[src/design/iso_project_line_rasterizer_unit_assert.svh]
// Assertion macros for the isometric line rasteriser.
// Included by the top level; expects clk_i and rst_ni in scope.
`ifndef ISO_PROJECT_LINE_RASTERIZER_UNIT_ASSERT_SVH
`define ISO_PROJECT_LINE_RASTERIZER_UNIT_ASSERT_SVH

// same-cycle implication
`define IPLR_ASSERT_NOW(lbl, ante, cons, msg) \
  lbl: assert property (@(posedge clk_i) disable iff (!rst_ni) (ante) |-> (cons)) \
    else $error(msg);

// next-cycle implication
`define IPLR_ASSERT_NEXT(lbl, ante, cons, msg) \
  lbl: assert property (@(posedge clk_i) disable iff (!rst_ni) (ante) |=> (cons)) \
    else $error(msg);

`endif

[src/design/iplr_pkg.sv]
// Shared types, constants and arithmetic helpers for the isometric line rasteriser.
// No dependencies.
package iplr_pkg;

  localparam int GRID_BITS  = 10;
  localparam int COORD_BITS = 16;

  localparam int IN_GRID_W = 10;
  localparam int HGT_W     = 12;
  localparam int TAG_W     = 18;
  localparam int PIX_W     = 16;
  localparam int ZOOM_W    = 8;
  localparam int HS_W      = 8;
  localparam int TRIG_W    = 15;
  localparam int OFF_W     = 13;
  localparam int FRAME_W   = 13;
  localparam int Q14_FRAC  = 14;

  localparam int GRID_USE  = (GRID_BITS < IN_GRID_W) ? GRID_BITS : IN_GRID_W;
  localparam int PROD_W    = GRID_BITS + ZOOM_W;
  localparam int SUM_W     = PROD_W + 2;
  localparam int MUL_W     = SUM_W + TRIG_W + 1;
  localparam int ACC_W     = MUL_W + 2;
  localparam int ZH_W      = HGT_W + HS_W;
  localparam int SPAN_W    = COORD_BITS + 1;
  localparam int ERR_W     = COORD_BITS + 3;
  localparam int VIS_W     = ((COORD_BITS > FRAME_W) ? COORD_BITS : FRAME_W) + 1;
  localparam int OUT_EXT_W = (COORD_BITS > PIX_W) ? COORD_BITS : PIX_W;

  localparam int IN_DATA_W  = 64;
  localparam int OUT_DATA_W = 56;
  localparam int OUT_PAD_W  = OUT_DATA_W - 2 * PIX_W - TAG_W;

  localparam int QUEUE_DEPTH = 4;
  localparam int QPTR_W      = $clog2(QUEUE_DEPTH);
  localparam int QCNT_W      = $clog2(QUEUE_DEPTH + 1);

  localparam int CFG_IDX_W  = 3;
  localparam int CFG_DATA_W = 15;

  localparam logic [CFG_IDX_W-1:0] REG_ZOOM         = 3'd0;
  localparam logic [CFG_IDX_W-1:0] REG_HEIGHT_SCALE = 3'd1;
  localparam logic [CFG_IDX_W-1:0] REG_ISO_COS      = 3'd2;
  localparam logic [CFG_IDX_W-1:0] REG_ISO_SIN      = 3'd3;
  localparam logic [CFG_IDX_W-1:0] REG_OFFSET_X     = 3'd4;
  localparam logic [CFG_IDX_W-1:0] REG_OFFSET_Y     = 3'd5;
  localparam logic [CFG_IDX_W-1:0] REG_FRAME_WIDTH  = 3'd6;
  localparam logic [CFG_IDX_W-1:0] REG_FRAME_HEIGHT = 3'd7;

  localparam logic [ZOOM_W-1:0]         RST_ZOOM         = 8'd20;
  localparam logic signed [HS_W-1:0]    RST_HEIGHT_SCALE = 8'sd1;
  localparam logic [TRIG_W-1:0]         RST_ISO_COS      = 15'd14189;
  localparam logic [TRIG_W-1:0]         RST_ISO_SIN      = 15'd8192;
  localparam logic signed [OFF_W-1:0]   RST_OFFSET       = '0;
  localparam logic [FRAME_W-1:0]        RST_FRAME_WIDTH  = 13'd1920;
  localparam logic [FRAME_W-1:0]        RST_FRAME_HEIGHT = 13'd1080;

  localparam logic signed [ACC_W-1:0] COORD_MAX = ACC_W'((64'sd1 <<< (COORD_BITS - 1)) - 1);
  localparam logic signed [ACC_W-1:0] COORD_MIN = -COORD_MAX - ACC_W'(1);
  localparam logic signed [ZH_W-1:0]  TAG_MAX   = ZH_W'((64'sd1 <<< (TAG_W - 1)) - 1);
  localparam logic signed [ZH_W-1:0]  TAG_MIN   = -TAG_MAX - ZH_W'(1);
  localparam logic signed [MUL_W-1:0] Q14_BIAS  = MUL_W'((64'sd1 <<< Q14_FRAC) - 1);

  typedef enum logic [0:0] {
    OP_START = 1'b0,
    OP_STEP  = 1'b1
  } op_e;

  typedef struct packed {
    logic [ZOOM_W-1:0]        zoom;
    logic signed [HS_W-1:0]   height_scale;
    logic [TRIG_W-1:0]        iso_cos_q14;
    logic [TRIG_W-1:0]        iso_sin_q14;
    logic signed [OFF_W-1:0]  offset_x;
    logic signed [OFF_W-1:0]  offset_y;
    logic [FRAME_W-1:0]       frame_width;
    logic [FRAME_W-1:0]       frame_height;
  } cfg_t;

  // lowest field last
  typedef struct packed {
    logic signed [HGT_W-1:0] end_height;
    logic [IN_GRID_W-1:0]    end_row;
    logic [IN_GRID_W-1:0]    end_col;
    logic signed [HGT_W-1:0] start_height;
    logic [IN_GRID_W-1:0]    start_row;
    logic [IN_GRID_W-1:0]    start_col;
  } in_item_t;

  typedef struct packed {
    logic [OUT_PAD_W-1:0]    pad;
    logic signed [TAG_W-1:0] height_tag;
    logic [PIX_W-1:0]        pixel_y;
    logic [PIX_W-1:0]        pixel_x;
  } out_item_t;

  typedef struct packed {
    op_e                          op;
    logic signed [COORD_BITS-1:0] ax;
    logic signed [COORD_BITS-1:0] ay;
    logic signed [COORD_BITS-1:0] bx;
    logic signed [COORD_BITS-1:0] by;
    logic [SPAN_W-1:0]            sx;
    logic [SPAN_W-1:0]            sy;
    logic signed [TAG_W-1:0]      tag;
  } cmd_t;

  typedef struct packed {
    logic full;
    logic empty;
  } q_status_t;

  function automatic logic [GRID_BITS-1:0] grid_ext(input logic [IN_GRID_W-1:0] v);
    logic [GRID_BITS-1:0] r;
    r = '0;
    for (int i = 0; i < GRID_USE; i++) r[i] = v[i];
    return r;
  endfunction

  function automatic logic signed [COORD_BITS-1:0] sat_coord(input logic signed [ACC_W-1:0] v);
    logic signed [ACC_W-1:0] r;
    if (v > COORD_MAX) r = COORD_MAX;
    else if (v < COORD_MIN) r = COORD_MIN;
    else r = v;
    return $signed(r[COORD_BITS-1:0]);
  endfunction

  function automatic logic signed [TAG_W-1:0] sat_tag(input logic signed [ZH_W-1:0] v);
    logic signed [ZH_W-1:0] r;
    if (v > TAG_MAX) r = TAG_MAX;
    else if (v < TAG_MIN) r = TAG_MIN;
    else r = v;
    return $signed(r[TAG_W-1:0]);
  endfunction

  // divide by 2^14, rounding toward zero
  function automatic logic signed [MUL_W-1:0] q14_trunc(input logic signed [MUL_W-1:0] v);
    logic signed [MUL_W-1:0] b;
    b = (v < 0) ? (v + Q14_BIAS) : v;
    return b >>> Q14_FRAC;
  endfunction

endpackage

[src/design/iplr_front.sv]
// Front end: accepts items, queues steps, projects the two endpoints of a start item.
// Depends on iplr_pkg.
module iplr_front (
  input  logic                 clk_i,
  input  logic                 rst_ni,
  input  iplr_pkg::cfg_t       cfg_i,
  input  logic                 s_valid_i,
  output logic                 s_ready_o,
  input  iplr_pkg::op_e        s_op_i,
  input  iplr_pkg::in_item_t   s_data_i,
  input  iplr_pkg::q_status_t  q_stat_i,
  output logic                 q_push_o,
  output iplr_pkg::cmd_t       q_cmd_o
);
  import iplr_pkg::*;

  localparam logic [2:0] ST_IDLE  = 3'd0;
  localparam logic [2:0] ST_SCALE = 3'd1;
  localparam logic [2:0] ST_ROT   = 3'd2;
  localparam logic [2:0] ST_ADD   = 3'd3;
  localparam logic [2:0] ST_SPAN  = 3'd4;
  localparam logic [2:0] ST_PUSH  = 3'd5;

  logic [2:0] state_q, state_d;
  logic       pt_q, pt_d;
  in_item_t   item_q, item_d;

  logic [PROD_W-1:0]             ca_q, ca_d, ra_q, ra_d;
  logic signed [ZH_W-1:0]        z_q, z_d;
  logic signed [MUL_W-1:0]       mx_q, mx_d, my_q, my_d;
  logic signed [COORD_BITS-1:0]  ax_q, ax_d, ay_q, ay_d, bx_q, bx_d, by_q, by_d;
  logic [SPAN_W-1:0]             sx_q, sx_d, sy_q, sy_d;
  logic signed [TAG_W-1:0]       tag_q, tag_d;

  logic [IN_GRID_W-1:0]          col_sel, row_sel;
  logic signed [HGT_W-1:0]       h_sel;
  logic signed [SUM_W-1:0]       dif, sum;
  logic signed [COORD_BITS-1:0]  px, py;
  logic signed [SPAN_W-1:0]      dx, dy;
  logic                          accept;

  assign col_sel = pt_q ? item_q.end_col    : item_q.start_col;
  assign row_sel = pt_q ? item_q.end_row    : item_q.start_row;
  assign h_sel   = pt_q ? item_q.end_height : item_q.start_height;

  assign dif = $signed({2'b00, ca_q}) - $signed({2'b00, ra_q});
  assign sum = $signed({2'b00, ca_q}) + $signed({2'b00, ra_q});

  assign px = sat_coord(ACC_W'(q14_trunc(mx_q)) + ACC_W'(cfg_i.offset_x));
  assign py = sat_coord(ACC_W'(q14_trunc(my_q)) - ACC_W'(z_q) + ACC_W'(cfg_i.offset_y));

  assign dx = SPAN_W'(bx_q) - SPAN_W'(ax_q);
  assign dy = SPAN_W'(by_q) - SPAN_W'(ay_q);

  assign s_ready_o = (state_q == ST_IDLE) && !q_stat_i.full;
  assign accept    = s_valid_i && s_ready_o;

  assign q_push_o = (accept && (s_op_i == OP_STEP)) ||
                    ((state_q == ST_PUSH) && !q_stat_i.full);

  always_comb begin
    q_cmd_o     = '0;
    q_cmd_o.op  = (state_q == ST_PUSH) ? OP_START : OP_STEP;
    q_cmd_o.ax  = ax_q;
    q_cmd_o.ay  = ay_q;
    q_cmd_o.bx  = bx_q;
    q_cmd_o.by  = by_q;
    q_cmd_o.sx  = sx_q;
    q_cmd_o.sy  = sy_q;
    q_cmd_o.tag = tag_q;
  end

  always_comb begin
    state_d = state_q;
    pt_d    = pt_q;
    item_d  = item_q;
    ca_d    = ca_q;
    ra_d    = ra_q;
    z_d     = z_q;
    mx_d    = mx_q;
    my_d    = my_q;
    ax_d    = ax_q;
    ay_d    = ay_q;
    bx_d    = bx_q;
    by_d    = by_q;
    sx_d    = sx_q;
    sy_d    = sy_q;
    tag_d   = tag_q;
    unique case (state_q)
      ST_IDLE: begin
        if (accept && (s_op_i == OP_START)) begin
          item_d  = s_data_i;
          pt_d    = 1'b0;
          state_d = ST_SCALE;
        end
      end
      ST_SCALE: begin
        ca_d = PROD_W'(grid_ext(col_sel)) * PROD_W'(cfg_i.zoom);
        ra_d = PROD_W'(grid_ext(row_sel)) * PROD_W'(cfg_i.zoom);
        z_d  = ZH_W'(h_sel) * ZH_W'(cfg_i.height_scale);
        if (!pt_q) begin
          tag_d = sat_tag(ZH_W'(h_sel) * ZH_W'(cfg_i.height_scale));
        end
        state_d = ST_ROT;
      end
      ST_ROT: begin
        mx_d    = MUL_W'(dif) * $signed(MUL_W'(cfg_i.iso_cos_q14));
        my_d    = MUL_W'(sum) * $signed(MUL_W'(cfg_i.iso_sin_q14));
        state_d = ST_ADD;
      end
      ST_ADD: begin
        if (!pt_q) begin
          ax_d    = px;
          ay_d    = py;
          pt_d    = 1'b1;
          state_d = ST_SCALE;
        end else begin
          bx_d    = px;
          by_d    = py;
          state_d = ST_SPAN;
        end
      end
      ST_SPAN: begin
        sx_d    = (dx < 0) ? SPAN_W'(-dx) : SPAN_W'(dx);
        sy_d    = (dy < 0) ? SPAN_W'(-dy) : SPAN_W'(dy);
        state_d = ST_PUSH;
      end
      ST_PUSH: begin
        if (!q_stat_i.full) begin
          state_d = ST_IDLE;
        end
      end
      default: state_d = ST_IDLE;
    endcase
  end

  always_ff @(posedge clk_i or negedge rst_ni) begin
    if (!rst_ni) begin
      state_q <= ST_IDLE;
      pt_q    <= 1'b0;
    end else begin
      state_q <= state_d;
      pt_q    <= pt_d;
    end
  end

  always_ff @(posedge clk_i) begin
    item_q <= item_d;
    ca_q   <= ca_d;
    ra_q   <= ra_d;
    z_q    <= z_d;
    mx_q   <= mx_d;
    my_q   <= my_d;
    ax_q   <= ax_d;
    ay_q   <= ay_d;
    bx_q   <= bx_d;
    by_q   <= by_d;
    sx_q   <= sx_d;
    sy_q   <= sy_d;
    tag_q  <= tag_d;
  end

endmodule

[src/design/iplr_queue.sv]
// Short command queue between front and back end.
// Depends on iplr_pkg.
module iplr_queue (
  input  logic                 clk_i,
  input  logic                 rst_ni,
  input  logic                 push_i,
  input  iplr_pkg::cmd_t       cmd_i,
  input  logic                 pop_i,
  output iplr_pkg::cmd_t       cmd_o,
  output iplr_pkg::q_status_t  stat_o
);
  import iplr_pkg::*;

  cmd_t              mem_q [QUEUE_DEPTH];
  logic [QPTR_W-1:0] wr_ptr_q, wr_ptr_d, rd_ptr_q, rd_ptr_d;
  logic [QCNT_W-1:0] count_q, count_d;

  assign stat_o.full  = (count_q == QCNT_W'(QUEUE_DEPTH));
  assign stat_o.empty = (count_q == '0);
  assign cmd_o        = mem_q[rd_ptr_q];

  always_comb begin
    wr_ptr_d = wr_ptr_q;
    rd_ptr_d = rd_ptr_q;
    if (push_i) begin
      wr_ptr_d = (wr_ptr_q == QPTR_W'(QUEUE_DEPTH - 1)) ? '0 : wr_ptr_q + 1'b1;
    end
    if (pop_i) begin
      rd_ptr_d = (rd_ptr_q == QPTR_W'(QUEUE_DEPTH - 1)) ? '0 : rd_ptr_q + 1'b1;
    end
    count_d = count_q + QCNT_W'(push_i) - QCNT_W'(pop_i);
  end

  always_ff @(posedge clk_i or negedge rst_ni) begin
    if (!rst_ni) begin
      wr_ptr_q <= '0;
      rd_ptr_q <= '0;
      count_q  <= '0;
    end else begin
      wr_ptr_q <= wr_ptr_d;
      rd_ptr_q <= rd_ptr_d;
      count_q  <= count_d;
    end
  end

  always_ff @(posedge clk_i) begin
    if (push_i) begin
      mem_q[wr_ptr_q] <= cmd_i;
    end
  end

endmodule

[src/design/iplr_back.sv]
// Back end: Bresenham stepper and registered output stage.
// Depends on iplr_pkg.
module iplr_back (
  input  logic                 clk_i,
  input  logic                 rst_ni,
  input  iplr_pkg::cfg_t       cfg_i,
  input  iplr_pkg::cmd_t       q_cmd_i,
  input  iplr_pkg::q_status_t  q_stat_i,
  output logic                 q_pop_o,
  output logic                 m_valid_o,
  input  logic                 m_ready_i,
  output iplr_pkg::out_item_t  m_data_o,
  output logic                 m_visible_o,
  output logic                 m_last_o
);
  import iplr_pkg::*;

  logic signed [COORD_BITS-1:0] cur_x_q, cur_x_d, cur_y_q, cur_y_d;
  logic signed [COORD_BITS-1:0] goal_x_q, goal_x_d, goal_y_q, goal_y_d;
  logic [SPAN_W-1:0]            span_x_q, span_x_d, span_y_q, span_y_d;
  logic signed [ERR_W-1:0]      err_q, err_d;
  logic signed [TAG_W-1:0]      tag_q, tag_d;
  logic                         active_q, active_d;

  logic                         out_valid_q, out_valid_d;
  out_item_t                    out_data_q, out_data_d;
  logic                         out_vis_q, out_vis_d, out_last_q, out_last_d;

  logic signed [ERR_W:0]        e2, sx_e, sy_e;
  logic signed [ERR_W-1:0]      sx_n, sy_n;
  logic                         mv_x, mv_y, vis, done, out_free;
  logic signed [COORD_BITS-1:0] nx, ny;
  logic signed [OUT_EXT_W-1:0]  cx_ext, cy_ext;

  assign e2   = {err_q, 1'b0};
  assign sx_e = $signed((ERR_W + 1)'(span_x_q));
  assign sy_e = $signed((ERR_W + 1)'(span_y_q));
  assign sx_n = $signed(ERR_W'(span_x_q));
  assign sy_n = $signed(ERR_W'(span_y_q));
  assign mv_x = e2 > -sy_e;
  assign mv_y = e2 < sx_e;

  always_comb begin
    nx = cur_x_q;
    ny = cur_y_q;
    if (mv_x) begin
      if (cur_x_q < goal_x_q) nx = cur_x_q + COORD_BITS'(1);
      else if (cur_x_q > goal_x_q) nx = cur_x_q - COORD_BITS'(1);
    end
    if (mv_y) begin
      if (cur_y_q < goal_y_q) ny = cur_y_q + COORD_BITS'(1);
      else if (cur_y_q > goal_y_q) ny = cur_y_q - COORD_BITS'(1);
    end
  end

  assign done = (nx == goal_x_q) && (ny == goal_y_q);
  assign vis  = (VIS_W'(cur_x_q) >= 0) &&
                (VIS_W'(cur_x_q) < $signed(VIS_W'(cfg_i.frame_width))) &&
                (VIS_W'(cur_y_q) >= 0) &&
                (VIS_W'(cur_y_q) < $signed(VIS_W'(cfg_i.frame_height)));
  assign cx_ext = OUT_EXT_W'(cur_x_q);
  assign cy_ext = OUT_EXT_W'(cur_y_q);

  assign out_free = !out_valid_q || m_ready_i;
  assign q_pop_o  = !q_stat_i.empty && ((q_cmd_i.op == OP_START) || out_free);

  always_comb begin
    cur_x_d     = cur_x_q;
    cur_y_d     = cur_y_q;
    goal_x_d    = goal_x_q;
    goal_y_d    = goal_y_q;
    span_x_d    = span_x_q;
    span_y_d    = span_y_q;
    err_d       = err_q;
    tag_d       = tag_q;
    active_d    = active_q;
    out_valid_d = out_valid_q;
    out_data_d  = out_data_q;
    out_vis_d   = out_vis_q;
    out_last_d  = out_last_q;
    if (m_ready_i) out_valid_d = 1'b0;
    if (q_pop_o) begin
      unique case (q_cmd_i.op)
        OP_START: begin
          cur_x_d  = q_cmd_i.ax;
          cur_y_d  = q_cmd_i.ay;
          goal_x_d = q_cmd_i.bx;
          goal_y_d = q_cmd_i.by;
          span_x_d = q_cmd_i.sx;
          span_y_d = q_cmd_i.sy;
          err_d    = $signed(ERR_W'(q_cmd_i.sx)) - $signed(ERR_W'(q_cmd_i.sy));
          tag_d    = q_cmd_i.tag;
          active_d = (q_cmd_i.ax != q_cmd_i.bx) || (q_cmd_i.ay != q_cmd_i.by);
        end
        OP_STEP: begin
          out_valid_d = 1'b1;
          out_data_d  = '0;
          if (active_q) begin
            out_data_d.pixel_x    = cx_ext[PIX_W-1:0];
            out_data_d.pixel_y    = cy_ext[PIX_W-1:0];
            out_data_d.height_tag = tag_q;
            out_vis_d  = vis;
            out_last_d = done;
            cur_x_d    = nx;
            cur_y_d    = ny;
            err_d      = err_q - (mv_x ? sy_n : '0) + (mv_y ? sx_n : '0);
            active_d   = !done;
          end else begin
            out_vis_d  = 1'b0;
            out_last_d = 1'b1;
          end
        end
        default: ;
      endcase
    end
  end

  always_ff @(posedge clk_i or negedge rst_ni) begin
    if (!rst_ni) begin
      active_q    <= 1'b0;
      out_valid_q <= 1'b0;
    end else begin
      active_q    <= active_d;
      out_valid_q <= out_valid_d;
    end
  end

  always_ff @(posedge clk_i) begin
    cur_x_q    <= cur_x_d;
    cur_y_q    <= cur_y_d;
    goal_x_q   <= goal_x_d;
    goal_y_q   <= goal_y_d;
    span_x_q   <= span_x_d;
    span_y_q   <= span_y_d;
    err_q      <= err_d;
    tag_q      <= tag_d;
    out_data_q <= out_data_d;
    out_vis_q  <= out_vis_d;
    out_last_q <= out_last_d;
  end

  assign m_valid_o   = out_valid_q;
  assign m_data_o    = out_data_q;
  assign m_visible_o = out_vis_q;
  assign m_last_o    = out_last_q;

endmodule

[src/design/iso_project_line_rasterizer_unit.sv]
// Step item: via queue and output register; one step item per cycle unless stalled.
// Start item: handled in the front end (scale, rotate, sum for each endpoint
// through its multipliers, then span), no result; the input is held off meanwhile.
// Results leave in input order through a four-entry command queue and an output register.
// Reset clears the queue, the stepper's line flag and the output; config registers take defaults.
// Depends on iplr_pkg, iplr_front, iplr_queue, iplr_back and the assertion header.
module iso_project_line_rasterizer_unit (
  input  logic                                clk_i,
  input  logic                                rst_ni,
  input  logic                                cfg_valid_i,
  output logic                                cfg_ready_o,
  input  logic [iplr_pkg::CFG_IDX_W-1:0]      cfg_index_i,
  input  logic [iplr_pkg::CFG_DATA_W-1:0]     cfg_data_i,
  input  logic                                s_axis_tvalid,
  output logic                                s_axis_tready,
  // start_col, start_row, start_height, end_col, end_row, end_height
  input  logic [iplr_pkg::IN_DATA_W-1:0]      s_axis_tdata,
  // opcode
  input  logic [0:0]                          s_axis_tuser,
  output logic                                m_axis_tvalid,
  input  logic                                m_axis_tready,
  // pixel_x, pixel_y, height_tag, zero fill
  output logic [iplr_pkg::OUT_DATA_W-1:0]     m_axis_tdata,
  // visible
  output logic [0:0]                          m_axis_tuser,
  output logic                                m_axis_tlast
);
  import iplr_pkg::*;

  `include "iso_project_line_rasterizer_unit_assert.svh"

  cfg_t      cfg_q, cfg_d;
  logic      q_push, q_pop;
  cmd_t      q_in, q_out;
  q_status_t q_stat;
  out_item_t m_data;
  logic      m_vis;
  logic      step_acc;

  assign cfg_ready_o = 1'b1;

  always_comb begin
    cfg_d = cfg_q;
    if (cfg_valid_i) begin
      unique case (cfg_index_i)
        REG_ZOOM:         cfg_d.zoom         = cfg_data_i[ZOOM_W-1:0];
        REG_HEIGHT_SCALE: cfg_d.height_scale = $signed(cfg_data_i[HS_W-1:0]);
        REG_ISO_COS:      cfg_d.iso_cos_q14  = cfg_data_i[TRIG_W-1:0];
        REG_ISO_SIN:      cfg_d.iso_sin_q14  = cfg_data_i[TRIG_W-1:0];
        REG_OFFSET_X:     cfg_d.offset_x     = $signed(cfg_data_i[OFF_W-1:0]);
        REG_OFFSET_Y:     cfg_d.offset_y     = $signed(cfg_data_i[OFF_W-1:0]);
        REG_FRAME_WIDTH:  cfg_d.frame_width  = cfg_data_i[FRAME_W-1:0];
        REG_FRAME_HEIGHT: cfg_d.frame_height = cfg_data_i[FRAME_W-1:0];
        default: ;
      endcase
    end
  end

  always_ff @(posedge clk_i or negedge rst_ni) begin
    if (!rst_ni) begin
      cfg_q.zoom         <= RST_ZOOM;
      cfg_q.height_scale <= RST_HEIGHT_SCALE;
      cfg_q.iso_cos_q14  <= RST_ISO_COS;
      cfg_q.iso_sin_q14  <= RST_ISO_SIN;
      cfg_q.offset_x     <= RST_OFFSET;
      cfg_q.offset_y     <= RST_OFFSET;
      cfg_q.frame_width  <= RST_FRAME_WIDTH;
      cfg_q.frame_height <= RST_FRAME_HEIGHT;
    end else begin
      cfg_q <= cfg_d;
    end
  end

  iplr_front u_front (
    .clk_i     (clk_i),
    .rst_ni    (rst_ni),
    .cfg_i     (cfg_q),
    .s_valid_i (s_axis_tvalid),
    .s_ready_o (s_axis_tready),
    .s_op_i    (op_e'(s_axis_tuser[0])),
    .s_data_i  (in_item_t'(s_axis_tdata)),
    .q_stat_i  (q_stat),
    .q_push_o  (q_push),
    .q_cmd_o   (q_in)
  );

  iplr_queue u_queue (
    .clk_i  (clk_i),
    .rst_ni (rst_ni),
    .push_i (q_push),
    .cmd_i  (q_in),
    .pop_i  (q_pop),
    .cmd_o  (q_out),
    .stat_o (q_stat)
  );

  iplr_back u_back (
    .clk_i       (clk_i),
    .rst_ni      (rst_ni),
    .cfg_i       (cfg_q),
    .q_cmd_i     (q_out),
    .q_stat_i    (q_stat),
    .q_pop_o     (q_pop),
    .m_valid_o   (m_axis_tvalid),
    .m_ready_i   (m_axis_tready),
    .m_data_o    (m_data),
    .m_visible_o (m_vis),
    .m_last_o    (m_axis_tlast)
  );

  assign m_axis_tdata = m_data;
  assign m_axis_tuser = m_vis;

  assign step_acc = s_axis_tvalid && s_axis_tready && (op_e'(s_axis_tuser[0]) == OP_STEP);

  `IPLR_ASSERT_NOW(a_no_push_full, q_push, !q_stat.full, "push into full queue")
  `IPLR_ASSERT_NOW(a_no_pop_empty, q_pop, !q_stat.empty, "pop from empty queue")
  `IPLR_ASSERT_NEXT(a_step_queued, step_acc, !q_stat.empty, "accepted step item not queued")

endmodule

[config.mk]
export PLATFORM = sky130hd
export DESIGN_NAME = iso_project_line_rasterizer_unit
export DESIGN_NICKNAME = d
export VERILOG_FILES = /design/src/design/iplr_pkg.sv /design/src/design/iplr_front.sv /design/src/design/iplr_queue.sv /design/src/design/iplr_back.sv /design/src/design/iso_project_line_rasterizer_unit.sv
export VERILOG_INCLUDE_DIRS = /design/src /design/src/design
export SDC_FILE = /design/constraint.sdc
export NUM_CORES = 2
export LEC_CHECK = 0
export ABC_CLOCK_PERIOD_IN_PS = 13780
export CAP_MARGIN = 0
export CORE_ASPECT_RATIO = 0.9
export CORE_MARGIN = 10
export CORE_UTILIZATION = 35
export CTS_BUF_LIST = sky130_fd_sc_hd__clkbuf_4 sky130_fd_sc_hd__clkbuf_8
export CTS_CLUSTER_DIAMETER = 50
export DETAILED_ROUTE_END_ITERATION = 6
export DONT_BUFFER_PORTS = 1
export HOLD_SLACK_MARGIN = 0.12
export SLEW_MARGIN = 10
export SYNTH_ARGS = -nofsm -noshare
export SYNTH_HDL_FRONTEND = slang
export SYNTH_SLANG_ARGS = --single-unit
[constraint.sdc]
create_clock -name clk_i -period 13.78 [get_ports clk_i]
set_input_delay 2.756 -clock clk_i [delete_from_list [all_inputs] [get_ports clk_i]]
set_output_delay 2.756 -clock clk_i [all_outputs]
set_load 0.01 [all_outputs]
==> flow_metrics.tcl <==
set metrics [dict create \
    status "finished, final reports clean" \
    portBuffers 0 \
    vias 51217 \
    worst_pin_slew_ps 1177 \
    syn_to_final_growth_pct 9.304 \
    hp-class "reg2reg" \
    worst_setup_path_start_kind "flip-flop" \
    worst-path-max-fanout 15 \
    syn-instance-count 7004 \
    cp.arrival_ps 10800 \
    track_usage_pct 16.25 \
    maxSlewViolCount 0 \
    post-route-drc-count 0 \
    num_io_pins 149 \
    nets 8430 \
    finalSetupViolCount 0 \
    critPathLaunch "u_front.ra_q[0]" \
    fp.coreArea_mm2 0.2281 \
    drt_first_pass_iters 6 \
    cpMaxStageDelayCell "o41ai_1" \
    post_cts_resized 0 \
    drive_above_1_share_pct 9.735 \
    path_clk_slew_ps 60 \
    multiInputGateArea_mm2 0.04376 \
    cts_tree "done" \
    ys.flop_type "edfxtp_1" \
    cts-hold-fix-buffers 0 \
    synthTopCellsByArea "edfxtp_1 (36%), fa_1 (18%), ha_1 (9.1%)" \
    htreeDepth 4 \
    hold_viol_final 0 \
    grt_pass1_wl_um 319500 \
    hold_depth 0 \
    drt-initial-drc-count 3464 \
    ys_seq_area_share_pct 39.35 \
    synth_edf_count 962 \
    avgSynthCellArea_um2 11.50 \
    yosysTopAreaCell "edfxtp_1" \
    wl_um 204000 \
    grt_overflow_total 0 \
    fin_skew_ps 73.07 \
    syn_area_mm2 0.08054 \
    cp_common_cell "fa_1" \
    cts_made_buffers 179 \
    fillers 21913 \
    wl_per_cell_um 19.95 \
    finalSetupTns_ps 0 \
    placementRows 166 \
    gp_congestion 0.8801 \
    yosysUniqueCellTypes 90 \
    grt_pass1_vias 54089 \
    cap_violations 0 \
    viasPerCell 5.008 \
    ys_warn_count 0 \
    start_util_pct 35.32 \
    cts_max_path_buffers 3 \
    cp.required_ps 14390 \
    whs_endpoint "u_queue.mem_q[3][47]" \
    clockRootBuffer "clkbuf_8" \
    ys_seq_elements 1073 \
    clkSinkCount 1073 \
    regArea_mm2 0.03170 \
    criticalPathCategory "reg2reg" \
    r2r_end "u_front.my_q[31]" \
    antenna_found_initial 27 \
    max_freq_mhz 98.20 \
    fin_crit_sh_pct 73.90 \
    cts_setup_buffers 0 \
    reg2reg_from "u_front.ra_q[0]" \
    hold_start "u_front.sx_q[12]" \
    clkLatencyLatePin_ps 930 \
    rsz0062_at_grt "false" \
    die_area_mm2 0.2497 \
    dp_cells 9875 \
    slowest_delay_ps 670 \
    relSlewSlack_pct 20.94 \
    die_h_um 475.1 \
    post-route-min-period_ps 10180 \
    end_kind "flip-flop" \
    place_hpwl_um 154000 \
    r2r_setup_slack_ps 3600 \
    reg2reg_depth 38 \
    grt_max_degree 112 \
    instances_no_fill 10228 \
    die_w_um 525.7 \
    synthArstFlopShare_pct 10.34 \
    yosys.area.top_type_share_pct 35.87 \
    ant_nets 0 \
]
cells by family after synthesis:
family / share of synthesized area (%)
XOR/XNOR: 4.250
flip-flops: 39.35
AO/OA/AOI/OAI: 6.279
buffers and inverters: 6.588
adder cells (fa/ha/maj): 27.10
multiplexers: 5.243
AND/OR/NAND/NOR: 11.18
other: 0.009324
synthesized netlist by cell type (11+ instances only):
cell / count
a2111oi_0: 11
a211oi_1: 23
a21boi_0: 25
a21o_1: 85
a21oi_1: 210
a31oi_1: 22
and2_1: 378
and3_1: 50
and4_1: 11
clkbuf_1: 208
dfrtp_1: 89
dfstp_2: 22
edfxtp_1: 962
fa_1: 726
ha_1: 583
inv_1: 1170
mux2_2: 126
mux2i_1: 18
mux4_2: 116
nand2_1: 602
nand2b_1: 63
nand3_1: 85
nand4_1: 43
nor2_1: 204
nor2b_1: 117
nor3_1: 94
nor3b_1: 11
nor4_1: 29
o211ai_1: 15
o21a_1: 35
o21ai_0: 208
o21bai_1: 39
o31ai_1: 21
or2_2: 18
or3_1: 36
or4_1: 14
xnor2_1: 238
xor2_1: 140
metrics by stage:
step                      utilization (%)  hold slack (ps)  area, um^2  setup slack (ps)
after detailed placement            36.92            487.2       84200              3742
after global placement              36.92            469.8       84200              3851
final                               38.60            474.8       88040              3597
after floorplan                         -            458.7       80560              4939
after global routing                38.59            482.5       88010              2892
after CTS                           38.56            442.0       87950              3648
critical path: cells and delay by family, from the launching register on:
family,cells,cell delay [ps]
AOI/OAI and AO/OA,17,4210
DFF,1,350
adders and majority gates,9,3980
buffers and inverters,5,440
and+or+nand+nor,5,700
xor gates and xnor gates,2,210
cell usage in the layout, fill, tap and decap left out, types with 39 or more instances in the layout:
| cell | instances |
|---|---|
| inv_1 | 1170 |
| edfxtp_1 | 962 |
| fa_1 | 726 |
| nand2_1 | 602 |
| ha_1 | 583 |
| and2_1 | 373 |
| xnor2_1 | 231 |
| a21oi_1 | 209 |
| o21ai_0 | 207 |
| nor2_1 | 201 |
| clkbuf_8 | 188 |
| xor2_1 | 138 |
| mux2_2 | 126 |
| nor2b_1 | 116 |
| mux4_2 | 116 |
| nor3_1 | 91 |
| a21o_1 | 85 |
| nand3_1 | 85 |
| dfrtp_1 | 85 |
| buf_4 | 73 |
| nand2b_1 | 63 |
| clkbuf_4 | 53 |
| and3_1 | 50 |
| nand4_1 | 43 |
| o21bai_1 | 39 |
registers in the layout (all words and copies together), names as in the netlist, 17 cells and up:
signal / count
u_front.z_q: 20
u_back.span_x_q: 17
u_front.sy_q: 17
u_back.tag_q: 18
u_front.mx_q: 35
u_front.sx_q: 17
u_front.ca_q: 18
u_front.item_q: 64
u_back.err_q: 19
u_back.m_data_o: 50
u_front.ra_q: 18
u_front.tag_q: 18
u_queue.mem_q: 468
u_front.my_q: 36
cfg_q: 98
u_back.span_y_q: 17
how the worst max path moves through the flow:
| stage | to | slack (ps) | depth (start not counted) |
|---|---|---|---|
| after global placement | u_front.my_q[31] | 3850 | 38 |
| after floorplan | u_front.my_q[31] | 4940 | 37 |
| after global routing | u_front.my_q[33] | 2890 | 38 |
| after CTS | u_front.my_q[31] | 3650 | 38 |
| final | u_front.my_q[31] | 3600 | 38 |
| after detailed placement | u_front.my_q[31] | 3740 | 38 |
per-layer routing:
layer / global-route usage (%) / share of wire, % / vias up
li1: - / - / 23564
met1: 21.57 / 44 / 25909
met2: 27.11 / 47 / 1448
met3: 3.269 / 6.5 / 290
met4: 4.410 / 2.6 / 6
met5: 0 / 0.019 / -
final cells by class:
class / count / area share (%)
clock buffers: 241 / 3.391
inverters: 1170 / 4.989
multi-input cells: 4534 / 49.70
well taps: 3024 / 4.298
repair buffers: 75 / 0.6765
flip-flops and latches: 1073 / 36.01
diodes: 24 / 0.06822
clock inverters: 87 / 0.8641
Power is not shown: default switching activity piles up to over one toggle a cycle in this logic, so the estimate is an artifact.
